## src/magnetometer_sample_compensation_core_assert.svh

```systemverilog
// Assertion macros shared by the magnetometer compensation RTL.
// Include with the bare file name; no other dependencies.
`ifndef MAGNETOMETER_SAMPLE_COMPENSATION_CORE_ASSERT_SVH
`define MAGNETOMETER_SAMPLE_COMPENSATION_CORE_ASSERT_SVH
`ifndef SYNTHESIS
`define MSC_ASSERT_IMP(lbl, clk, rstn, ante, cons) \
  lbl: assert property (@(posedge clk) disable iff (!rstn) (ante) |-> (cons)) \
    else $error("%m: assertion failed");
`define MSC_ASSERT_NXT(lbl, clk, rstn, ante, cons) \
  lbl: assert property (@(posedge clk) disable iff (!rstn) (ante) |=> (cons)) \
    else $error("%m: assertion failed");
`else
`define MSC_ASSERT_IMP(lbl, clk, rstn, ante, cons)
`define MSC_ASSERT_NXT(lbl, clk, rstn, ante, cons)
`endif
`endif

```

## src/msc_div.sv

```systemverilog
// Pipelined restoring divider, one quotient bit per stage, clamped magnitude.
// Depends on nothing; numerator arrives already biased for round-to-nearest.
module msc_div #(
  parameter int unsigned W  = 64,
  parameter int unsigned QB = 18
) (
  input  logic                 clk_i,
  input  logic [W-1:0]         num_i,
  input  logic [W-1:0]         den_i,
  input  logic                 neg_i,
  output logic signed [QB:0]   quo_o
);

  localparam int unsigned EW = W + QB;

  logic [W-1:0]  rem_q [QB];
  logic [W-1:0]  den_q [QB];
  logic [QB-1:0] q_q   [QB+1];
  logic          ovf_q [QB+1];
  logic          neg_q [QB+1];
  logic [QB-1:0] qmag;

  // Entry stage: detect quotients too large for QB bits
  always_ff @(posedge clk_i) begin
    rem_q[0] <= num_i;
    den_q[0] <= den_i;
    ovf_q[0] <= EW'(num_i) >= (EW'(den_i) << QB);
    neg_q[0] <= neg_i;
    q_q[0]   <= '0;
  end

  // One quotient bit per stage, MSB first
  for (genvar j = 1; j <= QB; j++) begin : g_stage
    localparam int unsigned B = QB - j;
    logic [EW-1:0] trial;
    logic          fit;

    assign trial = EW'(den_q[j-1]) << B;
    assign fit   = EW'(rem_q[j-1]) >= trial;

    always_ff @(posedge clk_i) begin
      q_q[j]   <= q_q[j-1] | (fit ? (QB'(1) << B) : '0);
      ovf_q[j] <= ovf_q[j-1];
      neg_q[j] <= neg_q[j-1];
    end

    if (j < QB) begin : g_rem
      always_ff @(posedge clk_i) begin
        rem_q[j] <= fit ? W'(EW'(rem_q[j-1]) - trial) : rem_q[j-1];
        den_q[j] <= den_q[j-1];
      end
    end
  end

  assign qmag  = ovf_q[QB] ? '1 : q_q[QB];
  assign quo_o = neg_q[QB] ? -$signed({1'b0, qmag}) : $signed({1'b0, qmag});

endmodule

```

## config.mk

```make
export PLATFORM = sky130hd
export DESIGN_NAME = msc_div
export DESIGN_NICKNAME = d
export VERILOG_FILES = /design/src/magnetometer_sample_compensation_core_assert.svh /design/src/msc_div.sv
export SDC_FILE = /design/constraint.sdc
export NUM_CORES = 2
export LEC_CHECK = 0
export CELL_PAD_IN_SITES_DETAIL_PLACEMENT = 1
export CELL_PAD_IN_SITES_GLOBAL_PLACEMENT = 1
export CORE_MARGIN = 8
export CORE_UTILIZATION = 30
export DETAILED_ROUTE_END_ITERATION = 8
export DONT_BUFFER_PORTS = 1
export PLACE_DENSITY = 0.6
export SYNTH_ARGS = -nofsm -noshare
export SYNTH_HDL_FRONTEND = slang
export SYNTH_SLANG_ARGS = --single-unit
export TNS_END_PERCENT = 100
```

## constraint.sdc

```tcl
create_clock -name clk_i -period 3.4 [get_ports clk_i]
set_input_delay 0.51 -clock clk_i [delete_from_list [all_inputs] [get_ports clk_i]]
set_output_delay 0.51 -clock clk_i [all_outputs]
set_load 0.01 [all_outputs]
```

==> metrics.txt <==
final core occ between 40% and 50%; Post-DRT Antenna Nets 0; DP HPWL between 300000 and 400000 um; Die Span X 647 um; pre-CTS setup slack -0.876 ns; Most used DFF post-synth dfxtp_1; ys async rst share 0%; FMAX approximately 240 MHz; Hold Crit Class in2reg; Yosys cell types between 90 and 100; Worst setup SP type register; Slew Viols, Final 0; CP Data Required Time a little under 3 ns; Top Ports roughly 150; peak fanout along the critical path 2; Max stage delay on crit path 0.42 ns; DR iter-0 viols around 3500; endpoints failing setup 705; Vias per Instance 4.78; Mapped Cells approximately 13000; skew final 0.0416 ns; worst reg-to-reg path cell count 16; htree depth 5; Slew headroom 36.5%; FF+latch count, synth approximately 2500; CP Capture Type output port; Min Hold Slack 0.136 ns; syn_nets between 10000 and 15000; initial antenna violation count 2; CTS tree built; DR WL/cell about 19 um; Setup CP Type reg2out; hold endpoint rem_q[0][53]; worst flop-to-flop path endpoint rem_q[5][16]; R2R setup slack -0.47 ns; DRC 0; GPL Wtd Cong about 0.90; Leak Pwr 80.8 nW; Max clock buf depth 4; vias in the first global route roughly 120k; IO buf count 0; PwrDens 513 nW/um^2; most frequent CP cell or3_4; fin crit period 4.10 ns; largest net degree at the start of global routing 46; total power 87.0 mW; Worst-Skew Late Latency 0.93 ns; Hold Path Stages 1; DP Area ~150000 sq um; Rows roughly 230; Setup WS post-layout -0.702 ns; hold path start num_i[53]; Tot GR Track Use a little under a fifth; clock buffer count from CTS approximately 290; CTS clk-pin slew, worst paths ~0.07 ns; CTS sink count roughly 2500; Die H ~650 um; period utilisation layout 121%; DIE AREA 419000 sq um; failing checks setup timing; Post-synth EDFFs 0; CP arrival approximately 3.6 ns; Max-Cap Viols 0; Post-Route WL between 400000 and 500000 um; NumNets Final around 18000; Fin. Hold Viols 0; fraction of layout cells with a size suffix above 1 30.0%; sequential area share after synthesis around 42%; CP cell instances nor2_4, ha_4, nand2_4, or4_4, or3_4, or3_4, or3_4, a211oi_4, a21oi_2, buf_4; run status complete, but fails checks; slowest cell on the critical path or4_4; Final Cell Area roughly 170000 sq um; CTS Root Buffer Type clkbuf_16; Synth Cell Area 119000 sq um; Worst Max-Slew Pin Slew about 0.94 ns; worst vdd ir about 0.00043 V; GR Overflow Total 0; DR pass1 iterations 7; Ys Warns 0; via count 106000; global-route wire length before repair 642000 um; Avg Cell Area, Syn 8.95 sq um; growth of design area from synthesis to finish 42.1%; RSZ-0062 raised after global routing yes; starting density of the core a little under a third; Core Area around 400000 sq um; FF-to-FF Start den_q[4][19]
## worst max-delay path, delay by kind of cell, from the launching register on
kind | cells | cell delay [ns]
AND/OR/NAND/NOR | 6 | 1.69
flip-flops | 1 | 0.40
buffers and inverters | 1 | 0.17
adder cells (fa/ha/maj) | 1 | 0.15
AO/OA/AOI/OAI | 2 | 0.26
## synth_stat cells, types with 19 or more instances
cell | number | area, sq um
o221ai_1 | 19 | 166
inv_1 | 1284 | 4820
nand2_1 | 1193 | 4480
dfxtp_1 | 2513 | 50300
nand2b_1 | 105 | 657
clkbuf_1 | 350 | 1310
ha_1 | 1046 | 13100
a31oi_1 | 104 | 651
and4_1 | 30 | 263
or4_1 | 28 | 210
nand3_1 | 237 | 1190
a41oi_1 | 31 | 272
or2_2 | 27 | 169
o21a_1 | 99 | 743
a31o_2 | 21 | 184
a211oi_1 | 101 | 758
nor3_1 | 167 | 836
o211ai_1 | 70 | 526
nor2_1 | 586 | 2200
a21oi_1 | 1131 | 5660
and2_1 | 54 | 338
buf_2 | 48 | 240
and3_1 | 69 | 432
a211o_1 | 23 | 201
a21o_1 | 569 | 4270
a21boi_0 | 39 | 293
a2111oi_0 | 23 | 201
nand4_1 | 241 | 1510
nor4_1 | 123 | 769
nor2b_1 | 121 | 757
a311oi_1 | 19 | 166
o31ai_1 | 83 | 623
a221oi_1 | 29 | 254
xor2_1 | 383 | 3350
xnor2_1 | 481 | 4210
o21bai_1 | 163 | 1220
mux2_2 | 290 | 3270
or3_1 | 49 | 307
o31a_1 | 27 | 236
buf_1 | 24 | 90.1
o21ai_0 | 1033 | 5170
## worst max-delay path by stage
| stage | start | to | slack (ns) |
|---|---|---|---|
| 4_1_cts | q_q[18][0] | quo_o[16] | -0.85 |
| 5_1_grt | q_q[18][0] | quo_o[16] | -0.83 |
| 3_3_place_gp | rem_q[7][10] | rem_q[8][63] | -0.75 |
| 6_report | q_q[18][0] | quo_o[16] | -0.70 |
| 2_1_floorplan | rem_q[0][17] | rem_q[1][35] | -0.06 |
| 3_5_place_dp | rem_q[7][10] | rem_q[8][63] | -0.88 |
## sequential cells by signal (all words and copies together) (netlist names)
name / flops
neg_q: 19
rem_q: 1152
den_q: 1152
ovf_q: 19
q_q: 171
## layout by cell type (no fill, tap or decap), types with 313 or more instances in the layout
cell type and n:
a21o_1 567, a21oi_1 1030, buf_4 3161, clkbuf_16 313
dfxtp_1 2445, ha_1 988, inv_1 1240, nand2_1 1093
nor2_1 518, o21ai_0 881, xnor2_1 480, xor2_1 383
## metal layers
metal	GRT usage (%)	up-vias	part of all wire [%]
li1	-	53500	-
met3	1.86	878	2.2
met5	0	-	0
met2	36.4	1398	51
met4	12.5	0	8.0
met1	20.0	50500	38
## through the flow
step	setup TNS, ns	cells
detailed placement	-424.22	21300
floorplan	-2.30	13300
global placement	-372.21	21300
global route	-247.62	22200
finish	-136.37	22200
CTS	-181.52	22200
## power breakdown
| group | switching [mW] | internal (mW) | total (mW) | leakage (nW) |
|---|---|---|---|---|
| clock | 13.1 | 19.3 | 32.4 | 4.83 |
| combinational | 11.1 | 10.8 | 21.9 | 54.8 |
| sequential | 1.29 | 31.4 | 32.7 | 21.1 |
| total | 25.5 | 61.5 | 87.0 | 80.8 |
## final cells by class
class,count,area [sq um]
fillers,45300,226000
inverters,1286,4840
diodes,2,5.00
clock buffers,388,8190
flip-flops and latches,2513,50400
repair buffers,3543,29800
clock inverters,136,1780
well taps,5242,6560
multi-input cells,9120,68100
## cell families (layout without fill, tap and decap cells)
group / after synthesis / after routing / synth area share [%]
adder cells (fa/ha/maj): 1063 / 1063 / 11.2
AND/OR/NAND/NOR: 3111 / 3111 / 12.4
AO/OA/AOI/OAI: 3766 / 3770 / 19.5
multiplexers: 312 / 312 / 2.96
XOR/XNOR: 864 / 864 / 6.33
flip-flops: 2513 / 2513 / 42.1
other: 0 / 2 / 0
buffers and inverters: 1718 / 5353 / 5.51
## timing repair
item / CTS / global route
buffers inserted: 175 / 86
hold endpoints to repair: 130 / 0
setup endpoints to repair: 943 / 954
hold buffers: 129 / 0
pin swaps: 248 / 231
resized for setup: 916 / 676
cloned: 64 / 22
Power figures use the tool's default switching activity.
