--- config.mk ---
export PLATFORM = sky130hd
export DESIGN_NAME = msc_post
export DESIGN_NICKNAME = d
export VERILOG_FILES = /design/src/magnetometer_sample_compensation_core_assert.svh /design/src/msc_pkg.sv /design/src/msc_post.sv
export SDC_FILE = /design/constraint.sdc
export NUM_CORES = 1
export LEC_CHECK = 0
export BUFFER_PORTS_ARGS = -buffer_cell sky130_fd_sc_hd__buf_2
export CAP_MARGIN = 30
export CORE_MARGIN = 10
export CORE_UTILIZATION = 25
export CTS_BUF_LIST = sky130_fd_sc_hd__clkbuf_8
export DETAILED_ROUTE_END_ITERATION = 8
export PLACE_DENSITY = 0.44
export SYNTH_ARGS = -nofsm -noshare
export SYNTH_HDL_FRONTEND = slang
export SYNTH_SLANG_ARGS = --single-unit
--- constraint.sdc ---
create_clock -name clk_i -period 13.8 [get_ports clk_i]
set_input_delay 2.07 -clock clk_i [delete_from_list [all_inputs] [get_ports clk_i]]
set_output_delay 2.07 -clock clk_i [all_outputs]
set_load 0.005 [all_outputs]
--- src/magnetometer_sample_compensation_core_assert.svh ---
// Assertion macros shared by the magnetometer compensation RTL.
// Include with the bare file name; no other dependencies.
`ifndef MAGNETOMETER_SAMPLE_COMPENSATION_CORE_ASSERT_SVH
`define MAGNETOMETER_SAMPLE_COMPENSATION_CORE_ASSERT_SVH
`ifndef SYNTHESIS
`define MSC_ASSERT_IMP(lbl, clk, rstn, ante, cons) \
  lbl: assert property (@(posedge clk) disable iff (!rstn) (ante) |-> (cons)) \
    else $error("%m: assertion failed");
`define MSC_ASSERT_NXT(lbl, clk, rstn, ante, cons) \
  lbl: assert property (@(posedge clk) disable iff (!rstn) (ante) |=> (cons)) \
    else $error("%m: assertion failed");
`else
`define MSC_ASSERT_IMP(lbl, clk, rstn, ante, cons)
`define MSC_ASSERT_NXT(lbl, clk, rstn, ante, cons)
`endif
`endif

--- src/msc_pkg.sv ---
// Shared types and constants for the magnetometer compensation core.
// No dependencies.
package msc_pkg;

  typedef enum logic [1:0] {
    StOk       = 2'd0,
    StOverflow = 2'd1,
    StDivZero  = 2'd2
  } status_e;

  typedef enum logic [2:0] {
    CfgXyTrims   = 3'd0,
    CfgHallZ1    = 3'd1,
    CfgZTrims    = 3'd2,
    CfgUserOffs  = 3'd3,
    CfgUserScale = 3'd4,
    CfgUserCalEn = 3'd5
  } cfg_idx_e;

  // Control that travels alongside each transaction
  typedef struct packed {
    logic    valid;
    status_e status;
  } ctrl_t;

  localparam int unsigned QuoBits     = 18;  // quotient bits, clamps far beyond 16 bits
  localparam int unsigned FrontStages = 6;
  localparam int unsigned XyNumW      = 64;
  localparam int unsigned ZNumW       = 50;
  localparam logic [47:0] UserScalesReset = 48'h4000_4000_4000;

endpackage

--- src/msc_post.sv ---
// Per-axis back end: trim offset, saturation, optional user calibration.
// Depends on msc_pkg; three register stages, the last one drives the output.
module msc_post (
  input  logic                          clk_i,
  input  logic signed [msc_pkg::QuoBits:0] quo_i,
  input  logic signed [10:0]            add_i,
  input  logic signed [15:0]            off_i,
  input  logic [15:0]                   scale_i,
  input  logic                          cal_en_i,
  input  logic                          ok_i,
  output logic signed [15:0]            field_o
);
  import msc_pkg::*;

  function automatic logic signed [15:0] sat16(input logic signed [20:0] v);
    logic signed [15:0] r;
    if (v > 21'sd32767) begin
      r = 16'sh7fff;
    end else if (v < -21'sd32768) begin
      r = -16'sh8000;
    end else begin
      r = 16'(v);
    end
    return r;
  endfunction

  logic signed [15:0] f1_q, f2_q, field_q;
  logic signed [33:0] prod2_q;
  logic [33:0]        mag;
  logic [19:0]        rnd;
  logic signed [20:0] sv;

  // p3 rounding: ties away from zero
  assign mag = prod2_q[33] ? 34'(-prod2_q) : 34'(prod2_q);
  assign rnd = 20'((mag + 34'd8192) >> 14);
  assign sv  = prod2_q[33] ? -$signed({1'b0, rnd}) : $signed({1'b0, rnd});

  always_ff @(posedge clk_i) begin
    // p1: add trim offset and clamp
    f1_q    <= sat16(21'(quo_i) + 21'(add_i));
    // p2: user offset and scale
    prod2_q <= 34'(17'(f1_q) - 17'(off_i)) * 34'($signed({1'b0, scale_i}));
    f2_q    <= f1_q;
    // p3: select and mask faults
    if (!ok_i) begin
      field_q <= '0;
    end else if (cal_en_i) begin
      field_q <= sat16(sv);
    end else begin
      field_q <= f2_q;
    end
  end

  assign field_o = field_q;

endmodule

==> qor.yml, run 1 <==
gp_congestion: 0.7891
chipHeight_um: 279.1
die_w_um: 279.1
worst_pin_slew_ps: 956.2
worstSetupPathType: "input pin to flop"
cpMaxStageDelayCell: "or3_1"
max_stage_delay_ps: 640
ys_warn_count: 0
dpl.cell_count: 2860
fmax_mhz: 86.47
vias_per_cell: 4.614
finClkSkew_ps: 13.01
cap_violations: 0
rr_startpoint: "f1_q[0]"
path_clk_slew_ps: 90
crit_top_cell: "fa_1"
synth_area_per_cell_um2: 8.429
drt-wirelength-per-cell_um: 16.71
wl_mm: 48.07
fin_util_pct: 27.61
synth_cell_types: 76
cts_buffer_depth: 2
grt_pass1_vias: 14280
antenna_found_initial: 4
crit_fanout: 16
post_cts_buffers: 0
finalCritPeriodShare_pct: 83.81
cts_htree_levels: 3
vias: 13280
worstPathArrival_ps: 11860
yosys-top-cells-area: "fa_1 (33%), dfxtp_1 (9.8%), ha_1 (9.2%)"
final_hold_viol_count: 0
r2r_setup_slack_ps: 3580
ff2ff_path_depth: 37
coreArea_um2: 66100
status: "completed"
start_util_pct: 25.39
rows: 94
ant_nets: 0
fin_cells: 2877
pin_count: 81
die_area_um2: 77890
clk_latency_ps: 370
synthFlopType: "dfxtp_1"
drt_iter0_drc: 624
io_buffers: 80
cts_buffers: 9
hold_buffers: 0
cts_resized: 0
final_nets: 2471
grt_pass1_wl_mm: 78.58
cp-start-kind: "input pin"
syn_inst: 1991
first_pass_iters: 5
holdCritPathClass: "flop to flop"
hp-start: "f1_q[14]"
final.min_clock_period_ps: 11570
overflow: 0
setup_viol: 0
cts_tree: "built"
syn2layout_area_growth_pct: 8.745
syn_area_um2: 16780
yosysTopAreaCell: "fa_1"
synth.top_cell.area_share_pct: 32.80
rsz0062_at_grt: "no"
setup_tns_ps: 0
whs_endpoint: "f2_q[14]"
grt_max_degree: 49
syn_nets: 2455
drive_above_1_share_pct: 7.604
cts_num_sinks: 82
final_area_um2: 18250
drv_slew: 0
synth-seq-area-share_pct: 9.782
end_kind: "flop"
dpl_cell_area_um2: 18070
slew_headroom_pct: 36.12
detail_route.drc_violations: 0
cp_top_family: "adder cells"
r2r_end: "prod2_q[30]"
synth.ff_latch_count: 82
worst-path-stages: 37
cts_root_buf: "clkbuf_8"
dp_hpwl_mm: 39.48
track_usage_pct: 12.52
holdPathStages: 0
synth_edf_count: 0
cp.required_ps: 14100
synthArstFlopShare_pct: 0
cp_num_buf_inv: 5
[per-stage QoR]
stage                     setup slack (ps)  hold slack [ps]
after detailed placement              1805            356.9
after global routing                  1374            375.8
after floorplan                       3349            330.8
after global placement                2012            354.1
final                                 2235            367.5
after CTS                             2178            370.8
[routing by layer]
| metal | global-route usage [%] | share of wire, % | vias up |
|---|---|---|---|
| met1 | 15.74 | 45 | 6656 |
| met5 | 0 | 0.079 | - |
| li1 | - | - | 6325 |
| met4 | 2.703 | 1.7 | 6 |
| met2 | 22.75 | 51 | 236 |
| met3 | 1.226 | 3.0 | 52 |
[how the worst max path moves through the flow]
stage	startpoint	endpoint
2_1_floorplan	off_i[0]	prod2_q[30]
3_3_place_gp	off_i[0]	prod2_q[30]
3_5_place_dp	off_i[1]	prod2_q[30]
4_1_cts	off_i[1]	prod2_q[30]
5_1_grt	off_i[1]	prod2_q[30]
6_report	off_i[0]	prod2_q[30]
[flip-flops by register name, summed over array words and instances (netlist names)]
register,flops
f2_q,16
prod2_q,34
field_o,16
f1_q,16
[cell usage after synthesis, types with 8 or more instances]
| cell type | instances |
|---|---|
| nand2_1 | 212 |
| a211oi_1 | 9 |
| buf_2 | 9 |
| dfxtp_1 | 82 |
| xnor2_1 | 77 |
| nor4_1 | 18 |
| or2_2 | 8 |
| o21a_1 | 9 |
| o211ai_2 | 10 |
| a311oi_1 | 11 |
| a21o_1 | 17 |
| nor2b_1 | 48 |
| a21oi_1 | 44 |
| nor3_1 | 28 |
| ha_1 | 124 |
| nand2b_1 | 17 |
| nor2_1 | 69 |
| nand3b_1 | 12 |
| nand3_1 | 56 |
| o21ai_0 | 50 |
| o211ai_1 | 26 |
| a31oi_1 | 14 |
| inv_1 | 397 |
| xor2_1 | 29 |
| a21boi_0 | 10 |
| or4_1 | 9 |
| clkbuf_1 | 79 |
| o31ai_1 | 9 |
| or3_1 | 15 |
| fa_1 | 275 |
| and2_1 | 112 |
[worst reg2reg max path, delay by kind of cell (launching register included)]
family                     cells  cell delay, ps
AOI/OAI and AO/OA             15            3240
and+or+nand+nor                7            2140
xor gates and xnor gates       1             130
buffers and inverters          5             260
DFF                            1             430
adders and majority gates      9            3990
[cells in the final DEF (no fill, tap or decap), drive strengths merged, types with 11 or more instances in the layout]
cell type and instances:
dfxtp 82, nand2 212, a21o 17, o21ai 52, ha 124, nor2b 48, xnor2 77, xor2 29
a21oi 45, nand2b 17, nor3 29, or3 16, o211ai 36, a311oi 11, inv 400, nor4 21
nor2 69, fa 275, nand3 56, nand3b 12, a31oi 14, and2 112, buf 103
[final cells by class]
type | instances | area (µm²)
fillers | 7199 | 47850
repair buffers | 103 | 576.8
flip-flops and latches | 82 | 1642
well taps | 864 | 1081
inverters | 398 | 1494
clock inverters | 7 | 53.80
diodes | 1 | 2.502
multi-input cells | 1413 | 13280
clock buffers | 9 | 123.9
[logic make-up after synthesis]
kind of cell	share of synthesized area, %
AND/OR/NAND/NOR	19.35
buffers and inverters	11.29
flip-flops	9.782
adder cells (fa/ha/maj)	42.41
AO/OA/AOI/OAI	11.25
XOR/XNOR	5.666
multiplexers	0.2460
Power of run 1 is left out: the tool's default activity adds up to more than one toggle a clock period on the data nets, which glitch-free logic cannot reach.
==> run 2, diff against run 1 <==
Settings changed: ABC_AREA from default to 1, PLACE_DENSITY 0.44 to 0.46.
Clock period 13.8 ns to 10.53 ns, I/O delays scaled along.
==> run 2 against run 1 <==
  * Register-to-register slack worse by 1700 ps
  * Worst setup slack worse by 1300 ps
  * Final cell count up 7.4%
  * Synthesized cell count up 8.3%
  * Global-route usage up 0.075 points
  * Clock-buffer cell count up 1
  * Area after synthesis down 2.6%
  * Critical endpoint unchanged
  * Largest cell class unchanged
  * Highest routed layer is now met4
==> qor.yml, run 2 <==
drv_slew: 0
met3WireLength_mm: 1.527
ant_nets: 0
final_area_um2: 17960
die_w_um: 275.7
cap_violations: 0
holdCritPathClass: "flop to flop"
coreArea_um2: 64580
status: "completed"
drive_above_1_share_pct: 10.43
ys_warn_count: 0
synth_commonest_cells: "inv_1 (493), nand2_1 (447), fa_1 (275)"
yosysTopAreaCell: "fa_1"
drt_iter0_drc: 606
ff2ff_path_depth: 39
io_buffers: 80
dp_slack_ps: 528.6
crit_top_cell: "nand2_1"
post_cts_buffers: 0
finClkSkew_ps: 22.03
holdPathStages: 0
synth_most_common_cell: "inv_1"
grt_max_degree: 61
final_nets: 2692
antenna_found_initial: 1
cp-start-kind: "input pin"
syn_nets: 2621
regMostFlops: "prod2_q"
crit_fanout: 7
chipHeight_um: 275.7
overflow: 0
synth.ff_latch_count: 82
max_stage_delay_ps: 550
synth_edf_count: 0
synthArstFlopShare_pct: 0
worst_slack_ps: 924.1
setup_viol: 0
start_util_pct: 25.30
setup_tns_ps: 0
hold_ws_ps: 359.6
drt-wirelength-per-cell_um: 15.04
first_pass_iters: 5
cts_resized: 0
cts_tree: "built"
pin_count: 81
final.min_clock_period_ps: 9606
mostFrequentLayoutCells: "inv_1 (493), nand2_1 (447), fa_1 (275)"
cpMaxStageDelayCell: "fa_1"
track_usage_pct: 12.60
synth.top_cell.area_share_pct: 33.69
routed.top_layer: "met4"
vias: 13220
path_clk_slew_ps: 90
cts_htree_levels: 3
syn2layout_area_growth_pct: 9.931
dp_hpwl_mm: 40.56
worstSetupPathType: "input pin to flop"
syn_inst: 2157
cts_buffer_depth: 2
grt_pass1_vias: 14220
cts_num_sinks: 82
synth_area_per_cell_um2: 7.576
vias_per_cell: 4.279
cts_buffers: 9
syn_area_um2: 16340
clk_latency_ps: 390
synth_cell_types: 42
rows: 93
detail_route.drc_violations: 0
cts_root_buf: "clkbuf_8"
yosys-top-cells-area: "fa_1 (34%), inv_1 (11%), nand2_1 (10%)"
worstPathArrival_ps: 9860
grt_pass1_wl_mm: 75.74
finalCritPeriodShare_pct: 91.22
synthFlopType: "dfxtp_1"
final_hold_viol_count: 0
final_common_cell: "inv_1"
synth-seq-area-share_pct: 10.05
wl_mm: 46.46
end_kind: "flop"
met2_length_mm: 24.28
fmax_mhz: 104.1
rsz0062_at_grt: "no"
worst_pin_slew_ps: 916.9
cp.required_ps: 10790
wl_met1_mm: 19.74
die_area_um2: 75990
slew_headroom_pct: 38.80
hold_buffers: 0
gp_congestion: 0.8860
largest_reg_flops: 34
dpl_cell_area_um2: 17780
## run 2: area by class of cell
| cell class | instances | area (µm²) |
|---|---|---|
| Antenna cell | 1 | 2.502 |
| Clock buffer | 10 | 137.6 |
| Clock inverter | 6 | 47.55 |
| Fill cell | 7041 | 46620 |
| Inverter | 512 | 1922 |
| Multi-Input combinational cell | 1525 | 12610 |
| Sequential cell | 82 | 1643 |
| Tap cell | 855 | 1070 |
| Timing Repair Buffer | 98 | 535.5 |
## run 2: layer usage
layer / vias up / global-route usage, %
met4: 0 / 3.581
met5: - / 0
met2: 214 / 23.38
met1: 6417 / 15.15
li1: 6544 / -
met3: 43 / 1.194
## run 2: critical path, delay by kind of cell
family	cells	cell delay, ps
adders and majority gates	9	3940
AOI/OAI and AO/OA	12	2220
and+or+nand+nor	11	1440
buffers and inverters	6	490
xor gates and xnor gates	1	160
## run 2: per-stage QoR
step,cells,util [%]
finish,3089,27.82
global route,3089,27.82
CTS,3088,27.81
detailed placement,3072,27.52
global placement,3072,27.52
floorplan,2157,-
## run 2: path summary, 6_finish.rpt
kind	to	from	slack, ps
max	prod2_q[30]	off_i[0]	920
min	f2_q[0]	f1_q[0]	360
max reg2reg	prod2_q[30]	f1_q[0]	1860
min reg2reg	f2_q[0]	f1_q[0]	360
## run 2: logic make-up after synthesis
| kind of cell | synth area share [%] |
|---|---|
| XOR/XNOR | 4.449 |
| flip-flops | 10.05 |
| AND/OR/NAND/NOR | 23.94 |
| AO/OA/AOI/OAI | 5.567 |
| adder cells (fa/ha/maj) | 43.19 |
| buffers and inverters | 12.81 |
Power of run 2 is left out for the same reason.
==> run 3, diff against run 2 <==
Settings changed: RECOVER_POWER from default to 100.
==> run 3 against run 2 <==
  * The run now ends with capacitance limit, slew limit left
  * Cell area decreased by 0.54%
  * Sequential share of layout area about the same
  * Wire length is 0.24% higher
  * Clock-buffer cell count unchanged
==> qor.yml, run 3 (synthesized netlist as in run 2, its figures left out) <==
die_area_um2: 75990
slew_headroom_pct: -6.195
grt_pass1_vias: 14220
worstPathArrival_ps: 9860
clk_latency_ps: 390
finClkSkew_ps: 23.98
io_buffers: 80
dp_slack_ps: 528.6
worstSetupPathType: "input pin to flop"
final_common_cell: "inv_1"
endpoint: "prod2_q[30]"
fill_cells: 7057
cp.required_ps: 10790
drive_above_1_share_pct: 9.180
dp_hpwl_mm: 40.56
cts_tree: "built"
die_w_um: 275.7
grt_max_degree: 61
cts_buffers: 9
dpl.cell_count: 3072
status: "finished with violations"
vias: 13230
seq_area_um2: 1643
track_usage_pct: 12.60
cts_resized: 0
cts_buffer_depth: 2
cts_htree_levels: 3
hp-start: "f1_q[0]"
end_kind: "flop"
coreArea_um2: 64580
drt_iter0_drc: 569
cts_num_sinks: 82
cap_violations: 1
crit_fanout: 7
detail_route.drc_violations: 0
max_stage_delay_ps: 550
syn2layout_area_growth_pct: 9.334
worst_slack_ps: 931.9
rr_startpoint: "f1_q[0]"
worst_pin_slew_ps: 1579
path_clk_slew_ps: 90
first_pass_iters: 7
crit_top_cell: "nand2_1"
hold_buffers: 0
drv_slew: 16
post_cts_buffers: 0
multi_input_area_um2: 12550
vias_per_cell: 4.284
gp_congestion: 0.8860
rsz0062_at_grt: "no"
fin_cells: 3089
start_util_pct: 25.30
chipHeight_um: 275.7
ff2ff_path_depth: 39
pin_count: 81
grt_pass1_wl_mm: 75.74
regMostFlops: "prod2_q"
r2r_setup_slack_ps: 1870
cts_root_buf: "clkbuf_8"
holdCritPathClass: "flop to flop"
final_nets: 2692
rows: 93
violations: "capacitance limit, slew limit"
r2r_end: "prod2_q[30]"
finalCritPeriodShare_pct: 91.15
setup_viol: 0
fmax_mhz: 104.2
antenna_found_initial: 1
wl_mm: 46.57
drt-wirelength-per-cell_um: 15.08
largest_reg_flops: 34
final_hold_viol_count: 0
cp-start-kind: "input pin"
ant_nets: 0
startpoint: "off_i[0]"
overflow: 0
setup_tns_ps: 0
final.min_clock_period_ps: 9598
cpMaxStageDelayCell: "fa_1"
mostFrequentLayoutCells: "inv_1 (493), nand2_1 (448), fa_1 (275)"
run 3: changes by cell type in the layout (fill, tap and decap cells not counted), sizes merged:
cell / previous run / this run
buf: 98 / 77
clkbuf: 10 / 31
run 3: stage by stage:
stage | instance area (µm²) | utilization [%] | hold slack (ps)
2_1_floorplan | 16340 | - | 330.8
3_3_place_gp | 17780 | 27.52 | 341.5
3_5_place_dp | 17780 | 27.52 | 340.7
4_1_cts | 17960 | 27.81 | 358.9
5_1_grt | 17870 | 27.66 | 370.3
6_report | 17870 | 27.66 | 359.3
run 3: metal layers:
layer	share of wire, %	vias to the layer above	track usage, %
li1	-	6545	-
met1	43	6430	15.15
met2	52	219	23.38
met3	3.3	39	1.194
met4	2.0	0	3.581
met5	0	-	0
run 3: area by class of cell:
type / count / share of cell area (%)
multi-input combinational: 1525 / 70.23
antenna: 1 / 0.01401
sequential: 82 / 9.195
inverter: 512 / 10.76
clock inverter: 6 / 0.2661
tap: 855 / 5.988
timing repair buffer: 98 / 2.780
clock buffer: 10 / 0.7704
run 3: worst min path at each step:
stage	end	slack, ps	cells after the start
2_1_floorplan	f2_q[0]	330	0
3_3_place_gp	f2_q[0]	340	0
3_5_place_dp	f2_q[0]	340	0
4_1_cts	f2_q[0]	360	0
5_1_grt	f2_q[0]	370	0
6_report	f2_q[0]	360	0
run 3: worst max-delay path: cells and delay by family:
kind,cells,cell delay (ps)
xor gates and xnor gates,1,160
buffers and inverters,6,490
and+or+nand+nor,11,1440
AOI/OAI and AO/OA,12,2220
adders and majority gates,9,3940
Power of run 3 is left out for the same reason.
